[src/fpfa_pkg.sv]
// Shared constants and the scan token type for the fixed-partition allocator.
package fpfa_pkg;

  localparam int MAX_BLOCKS = 16;
  localparam int SIZE_BITS  = 24;
  localparam int IDX_W      = $clog2(MAX_BLOCKS);
  localparam int MODE_W     = 2;
  localparam int CNT_W      = 5;
  localparam int CFG_IDX_W  = 1;
  localparam int CFG_DATA_W = 5;

  // Placement policies
  localparam logic [MODE_W-1:0] MODE_FIRST = 2'd0;
  localparam logic [MODE_W-1:0] MODE_BEST  = 2'd1;
  localparam logic [MODE_W-1:0] MODE_WORST = 2'd2;

  // Configuration register indexes
  localparam logic [CFG_IDX_W-1:0] CFG_FIT_MODE    = 1'd0;
  localparam logic [CFG_IDX_W-1:0] CFG_BLOCK_COUNT = 1'd1;

  // Input action codes
  localparam logic ACT_LOAD  = 1'b0;
  localparam logic ACT_ALLOC = 1'b1;

  // Token that walks the cell row, carrying the request and the best pick so far
  typedef struct packed {
    logic                 valid;
    logic                 have;
    logic [IDX_W-1:0]     idx;
    logic [SIZE_BITS-1:0] size;
    logic [SIZE_BITS-1:0] req;
    logic [MODE_W-1:0]    mode;
  } scan_tok_t;

endpackage

[src/fixed_partition_fit_allocator.sv]
// Fixed-partition allocator top level: request control, cell row and result register.
//
// A load request writes one partition size and frees that partition; the block
// stays ready for its next request. An allocate request sends a token down the
// row of MAX_BLOCKS cells, one cell per cycle, each cell keeping or replacing
// the pick by the fit policy; the token passes the head register and the cell
// registers, the row result is registered and then moved to the output register,
// and only then does the block take its next request. A finished result waits in
// the output register while further load requests are accepted; a new allocate
// holds at the row end until the previous result has been taken.
module fixed_partition_fit_allocator
  import fpfa_pkg::*;
(
  input  logic                  clk_i,
  input  logic                  rst_ni,
  input  logic                  cfg_valid_i,
  output logic                  cfg_ready_o,
  input  logic [CFG_IDX_W-1:0]  cfg_index_i,
  input  logic [CFG_DATA_W-1:0] cfg_data_i,
  input  logic                  in_valid_i,
  output logic                  in_ready_o,
  input  logic                  action_i,
  input  logic [3:0]            load_index_i,
  input  logic [SIZE_BITS-1:0]  block_size_i,
  input  logic [SIZE_BITS-1:0]  request_size_i,
  output logic                  out_valid_o,
  input  logic                  out_ready_i,
  output logic                  placed_o,
  output logic [IDX_W-1:0]      placed_index_o,
  output logic [SIZE_BITS-1:0]  placed_block_size_o
);

  typedef enum logic [1:0] {
    ST_IDLE,
    ST_SCAN,
    ST_HOLD
  } state_e;

  state_e               state_q;
  logic [MODE_W-1:0]    fit_mode_q;
  logic [CNT_W-1:0]     block_count_q;
  scan_tok_t            head_q;
  scan_tok_t            res_q;
  logic                 out_valid_q;
  logic                 placed_q;
  logic [IDX_W-1:0]     placed_index_q;
  logic [SIZE_BITS-1:0] placed_size_q;
  logic                 in_acc;
  logic                 out_free;
  logic                 deliver;
  scan_tok_t            chain [MAX_BLOCKS+1];

  assign cfg_ready_o = 1'b1;
  assign in_ready_o  = (state_q == ST_IDLE);
  assign in_acc      = in_valid_i && in_ready_o;
  assign out_free    = !out_valid_q || out_ready_i;
  assign deliver     = (state_q == ST_HOLD) && out_free;

  // Hold configuration registers
  always_ff @(posedge clk_i or negedge rst_ni) begin
    if (!rst_ni) begin
      fit_mode_q    <= MODE_FIRST;
      block_count_q <= '0;
    end else if (cfg_valid_i) begin
      case (cfg_index_i)
        CFG_FIT_MODE:    fit_mode_q    <= cfg_data_i[MODE_W-1:0];
        CFG_BLOCK_COUNT: block_count_q <= cfg_data_i[CNT_W-1:0];
        default:         ;
      endcase
    end
  end

  // Sequence requests, launch the token and hold the result valid
  always_ff @(posedge clk_i or negedge rst_ni) begin
    if (!rst_ni) begin
      state_q     <= ST_IDLE;
      head_q      <= '0;
      out_valid_q <= 1'b0;
    end else begin
      head_q.valid <= in_acc && (action_i == ACT_ALLOC);
      if (in_acc) begin
        head_q.have <= 1'b0;
        head_q.idx  <= '0;
        head_q.size <= '0;
        head_q.req  <= request_size_i;
        head_q.mode <= fit_mode_q;
      end
      if (deliver) begin
        out_valid_q <= 1'b1;
      end else if (out_valid_q && out_ready_i) begin
        out_valid_q <= 1'b0;
      end
      case (state_q)
        ST_IDLE: begin
          if (in_acc && (action_i == ACT_ALLOC)) begin
            state_q <= ST_SCAN;
          end
        end
        ST_SCAN: begin
          if (chain[MAX_BLOCKS].valid) begin
            state_q <= ST_HOLD;
          end
        end
        ST_HOLD: begin
          if (out_free) begin
            state_q <= ST_IDLE;
          end
        end
        default: state_q <= ST_IDLE;
      endcase
    end
  end

  // Capture the row result and the output payload
  always_ff @(posedge clk_i) begin
    if ((state_q == ST_SCAN) && chain[MAX_BLOCKS].valid) begin
      res_q <= chain[MAX_BLOCKS];
    end
    if (deliver) begin
      placed_q       <= res_q.have;
      placed_index_q <= res_q.idx;
      placed_size_q  <= res_q.size;
    end
  end

  assign chain[0] = head_q;

  // Build the cell row
  for (genvar g = 0; g < MAX_BLOCKS; g++) begin : g_cell
    logic in_range;
    logic load;
    logic mark;

    assign in_range = (32'(g) < 32'(block_count_q));
    assign load     = in_acc && (action_i == ACT_LOAD) && (32'(load_index_i) == 32'(g));
    assign mark     = deliver && res_q.have && (res_q.idx == IDX_W'(g));

    fpfa_cell u_cell (
      .clk_i       (clk_i),
      .rst_ni      (rst_ni),
      .my_idx_i    (IDX_W'(g)),
      .in_range_i  (in_range),
      .load_i      (load),
      .load_size_i (block_size_i),
      .mark_i      (mark),
      .tok_i       (chain[g]),
      .tok_o       (chain[g+1])
    );
  end

  assign out_valid_o         = out_valid_q;
  assign placed_o            = placed_q;
  assign placed_index_o      = placed_index_q;
  assign placed_block_size_o = placed_size_q;

endmodule

[src/fpfa_cell.sv]
// One partition cell: holds a block size and its occupied flag, refines the passing token.
module fpfa_cell
  import fpfa_pkg::*;
(
  input  logic                 clk_i,
  input  logic                 rst_ni,
  input  logic [IDX_W-1:0]     my_idx_i,
  input  logic                 in_range_i,
  input  logic                 load_i,
  input  logic [SIZE_BITS-1:0] load_size_i,
  input  logic                 mark_i,
  input  scan_tok_t            tok_i,
  output scan_tok_t            tok_o
);

  logic [SIZE_BITS-1:0] size_q;
  logic                 occ_q;
  scan_tok_t            tok_q, tok_d;
  logic                 fits;
  logic                 take;

  // Test this block against the request and the current pick
  always_comb begin
    fits = in_range_i && !occ_q && (size_q >= tok_i.req);
    take = fits && (!tok_i.have ||
                    ((tok_i.mode == MODE_BEST)  && (size_q < tok_i.size)) ||
                    ((tok_i.mode == MODE_WORST) && (size_q > tok_i.size)));
    tok_d = tok_i;
    if (take) begin
      tok_d.have = 1'b1;
      tok_d.idx  = my_idx_i;
      tok_d.size = size_q;
    end
  end

  // Hold the occupied flag: a load frees, a mark occupies
  always_ff @(posedge clk_i or negedge rst_ni) begin
    if (!rst_ni) begin
      occ_q <= 1'b0;
    end else if (load_i) begin
      occ_q <= 1'b0;
    end else if (mark_i) begin
      occ_q <= 1'b1;
    end
  end

  // Hold the block size
  always_ff @(posedge clk_i) begin
    if (load_i) begin
      size_q <= load_size_i;
    end
  end

  // Advance the token
  always_ff @(posedge clk_i or negedge rst_ni) begin
    if (!rst_ni) begin
      tok_q <= '0;
    end else begin
      tok_q <= tok_d;
    end
  end

  assign tok_o = tok_q;

endmodule

[config.mk]
export PLATFORM = sky130hd
export DESIGN_NAME = fixed_partition_fit_allocator
export DESIGN_NICKNAME = d
export VERILOG_FILES = /design/src/fpfa_pkg.sv /design/src/fixed_partition_fit_allocator.sv /design/src/fpfa_cell.sv
export SDC_FILE = /design/constraint.sdc
export NUM_CORES = 2
export LEC_CHECK = 0
export BUFFER_PORTS_ARGS = -buffer_cell sky130_fd_sc_hd__buf_2
export CORE_MARGIN = 3
export CORE_UTILIZATION = 60
export DETAILED_ROUTE_END_ITERATION = 8
export GPL_ROUTABILITY_DRIVEN = 0
export HOLD_SLACK_MARGIN = 0.1
export PLACE_DENSITY = 0.85
export SYNTH_ARGS = -nofsm -noshare
export SYNTH_HDL_FRONTEND = slang
export SYNTH_SLANG_ARGS = --single-unit
[constraint.sdc]
create_clock -name clk_i -period 5.35 [get_ports clk_i]
set_input_delay 0 -clock clk_i [delete_from_list [all_inputs] [get_ports clk_i]]
set_output_delay 0 -clock clk_i [all_outputs]
set_load 0.02 [all_outputs]
==> flow_summary.toml <==
[setup_path]
startpoint = "g_cell[9].u_cell.size_q[15]"
end_kind = "flip-flop"
worstSetupEndpoint = "g_cell[9].u_cell.tok_o[33]"
r2r_cells = 9
r2r_setup_slack_ps = 1230
path_max_fanout = 28
timing.rr.end = "g_cell[9].u_cell.tok_o[33]"
crit_path_start_kind = "flip-flop"
crit_type = "flip-flop to flip-flop"
reg2reg_from = "g_cell[9].u_cell.size_q[15]"
required_ps = 5960
cp.arrival_ps = 4730

[route]
drc_errors = 0
drtPass1Iterations = 5
wire_per_inst_um = 21.2
drtIter0Drc = 2346
wl_mm = 137
num_vias = 37184
routed_via_density = 5.75
drtAntennaViolNets = 0

[floorplanning]
io_pins = 96
coreArea_um2 = 100000
die_x_um = 325
die_y_um = 325
rows = 116
dieArea_um2 = 105000
initial_utilization = 0.606

[clocking]
cts_tree = "yes"
post_cts_buffers = 0
cts_max_path_buffers = 3
cts_resized = 0
path_clk_slew_ps = 70
cts_sinks = 1350
h-tree-depth = 4
cts_inserted_buffers = 131
cts_root_buffer = "clkbuf_16"
clock_latency_ps = 730
ctsHoldBuffers = 128

[sta]
rsz0062_at_grt = "no"
fmax_mhz = 243
totalNegativeSetupSlack_ps = 0
setup_viol = 0
worst_slew_pin_slew_ps = 1280
finalClockSkew_ps = 25.8
relSlewSlack = 0.138
min_period_ps = 4120
slew_viol_final = 0
timing.final.crit_share = 0.770
final_hold_viol_count = 0

[synth]
synth_compound_area_frac = 0.0754
synthXorXnorAreaFrac = 0
synth_top_family_by_area = "adder cells"
yosysUniqueCellTypes = 71
synthCells = 4652
synth_edf_count = 442
synth-adder-area-share = 0.153
seq_area_frac_synth = 0.591
synth_area_um2 = 60900
avgSynthCellArea_um2 = 13.1
syn_nets = 5460
async_reset_ff_frac = 0.673
synthSimpleGateAreaFrac = 0.0573
synth-seq-cells = 1350
synth.area.mux_share = 0.0726
ys_warn_count = 0
synth_ff_type = "dfrtp_1"

[power]
ir_worst_vdd_mv = 0.495
p_leak_nw = 31.6
p_per_area_nw_per_um2 = 535
total_power_mw = 36.8

[layout]
fill_cells = 6360
syn_to_final_growth_pct = 13.1
multi_input_area_um2 = 21900
drive_above_1_share = 0.151
num_antenna_cells = 0
register_area_um2 = 36000
layout.nets = 5810
post-route-util = 0.686

[global_routing]
grt_pass1_wl_mm = 218
grt_max_degree = 175
grt.total_usage = 0.264
antenna_found_initial = 1
grt_overflow_total = 0
grt_pass1_vias = 41580

[status]
status = "finished, final reports clean"

[placed_design]
portBuffers = 94
dp_hpwl_mm = 92.7

[job]
max_cap_violations = 0

[worst_hold_path]
min_path_type = "primary input to flip-flop"
[worst min-delay path by stage]
| stage | from | to | slack [ps] | depth (start not counted) |
|---|---|---|---|---|
| 6_report | out_ready_i | out_valid_o | 140 | 4 |
| 5_1_grt | out_ready_i | out_valid_o | 190 | 4 |
| 4_1_cts | out_ready_i | out_valid_o | 100 | 4 |
| 3_5_place_dp | rst_ni | g_cell[10].u_cell.tok_o[2] | 170 | 1 |
| 3_3_place_gp | rst_ni | g_cell[10].u_cell.tok_o[4] | 160 | 1 |
| 2_1_floorplan | rst_ni | block_count_q[0] | -300 | 0 |
[sequential cells by signal, summed over array words and instances, names as in the netlist, 4 cells and up]
register,cells
res_q,29
g_cell.u_cell.tok_o,855
g_cell.u_cell.size_q,384
placed_index_o,4
block_count_q,5
chain,27
g_cell.u_cell.occ_q,16
placed_block_size_o,24
[cells in the mapped netlist (10+ instances only)]
cell | count | area, µm²
a21o_1 | 73 | 548
o2111ai_1 | 10 | 87.6
nand2_1 | 220 | 826
o21ai_0 | 125 | 626
clkbuf_1 | 12 | 45.0
inv_1 | 737 | 2770
mux2_2 | 305 | 3430
or3_1 | 10 | 62.6
and2_1 | 30 | 188
nand3_1 | 33 | 165
a31oi_1 | 14 | 87.6
nor2_1 | 90 | 338
nor2b_1 | 57 | 357
a2111oi_0 | 11 | 96.3
edfxtp_1 | 442 | 13300
nand2b_1 | 47 | 294
dfrtp_1 | 908 | 22700
mux2_4 | 59 | 886
nor3_1 | 19 | 95.1
o211ai_1 | 30 | 225
a21oi_1 | 282 | 1410
a211oi_1 | 42 | 315
nand4_1 | 96 | 601
buf_6 | 14 | 158
ha_1 | 744 | 9310
or2_2 | 25 | 156
nor4_1 | 12 | 75.1
o22ai_1 | 10 | 62.6
buf_2 | 11 | 55.1
a221oi_1 | 10 | 87.6
o21a_1 | 42 | 315
[through the flow]
stage | worst slack [ps] | hold WS [ps] | cell area (µm²) | cells
detailed placement | 1400 | 167 | 63200 | 6098
finish | 1230 | 141 | 68900 | 6467
global placement | 1480 | 165 | 63200 | 6098
global route | 1160 | 187 | 68900 | 6467
CTS | 1320 | 101 | 68900 | 6467
floorplan | 1760 | -296 | 60900 | 4652
[worst max-delay path, cell delays in order, from the launching register on]
cell and delay (ps):
edfxtp_1 440, ha_1 340, a21oi_1 190, o21a_1 160, o22ai_1 80, a211oi_1 660, o21ai_2 150, or3b_2 500
a41oi_4 1030, mux2_2 440
[cell usage in the layout (no fill, tap or decap), types with 96 or more instances in the layout]
master         count
clkbuf_16        141
nand2_1          220
ha_1             744
o21ai_0          125
dfrtp_1          908
mux2_2           305
nand4_1           96
edfxtp_1         442
inv_1            737
dlygate4sd3_1    127
a21oi_1          282
[logic make-up (layout without fill, tap and decap cells)]
group,Yosys count,count (layout)
buf+inv,782,1240
compound gates,723,723
other cells,1,1
fa+ha+maj,744,744
flops,1350,1350
mux,373,373
simple gates,679,679
[layout make-up]
| type | count | share of cell area |
|---|---|---|
| well taps | 1357 | 0.0247 |
| clock inverters | 45 | 0.00589 |
| inverters | 737 | 0.0402 |
| repair buffers | 262 | 0.0313 |
| multi-input cells | 2520 | 0.318 |
| flip-flops and latches | 1350 | 0.523 |
| clock buffers | 196 | 0.0579 |
[where the power goes]
group	leakage [nW]	total, mW	internal [mW]	switching, mW
clock	2.17	9.30	5.49	3.81
combinational	14.3	11.7	5.42	6.28
sequential	15.1	15.8	14.0	1.87
total	31.6	36.8	24.9	12.0
[layer usage]
| layer | part of all wire | wire length (µm) | track usage | vias up |
|---|---|---|---|---|
| met5 | 0 | 0 | 0 | - |
| met4 | 0.062 | 8530 | 0.162 | 0 |
| met3 | 0.048 | 6590 | 0.0386 | 472 |
| met2 | 0.53 | 72000 | 0.482 | 1200 |
| met1 | 0.36 | 49800 | 0.290 | 18484 |
| li1 | - | - | - | 17028 |
(Power assumes the default switching activity.)
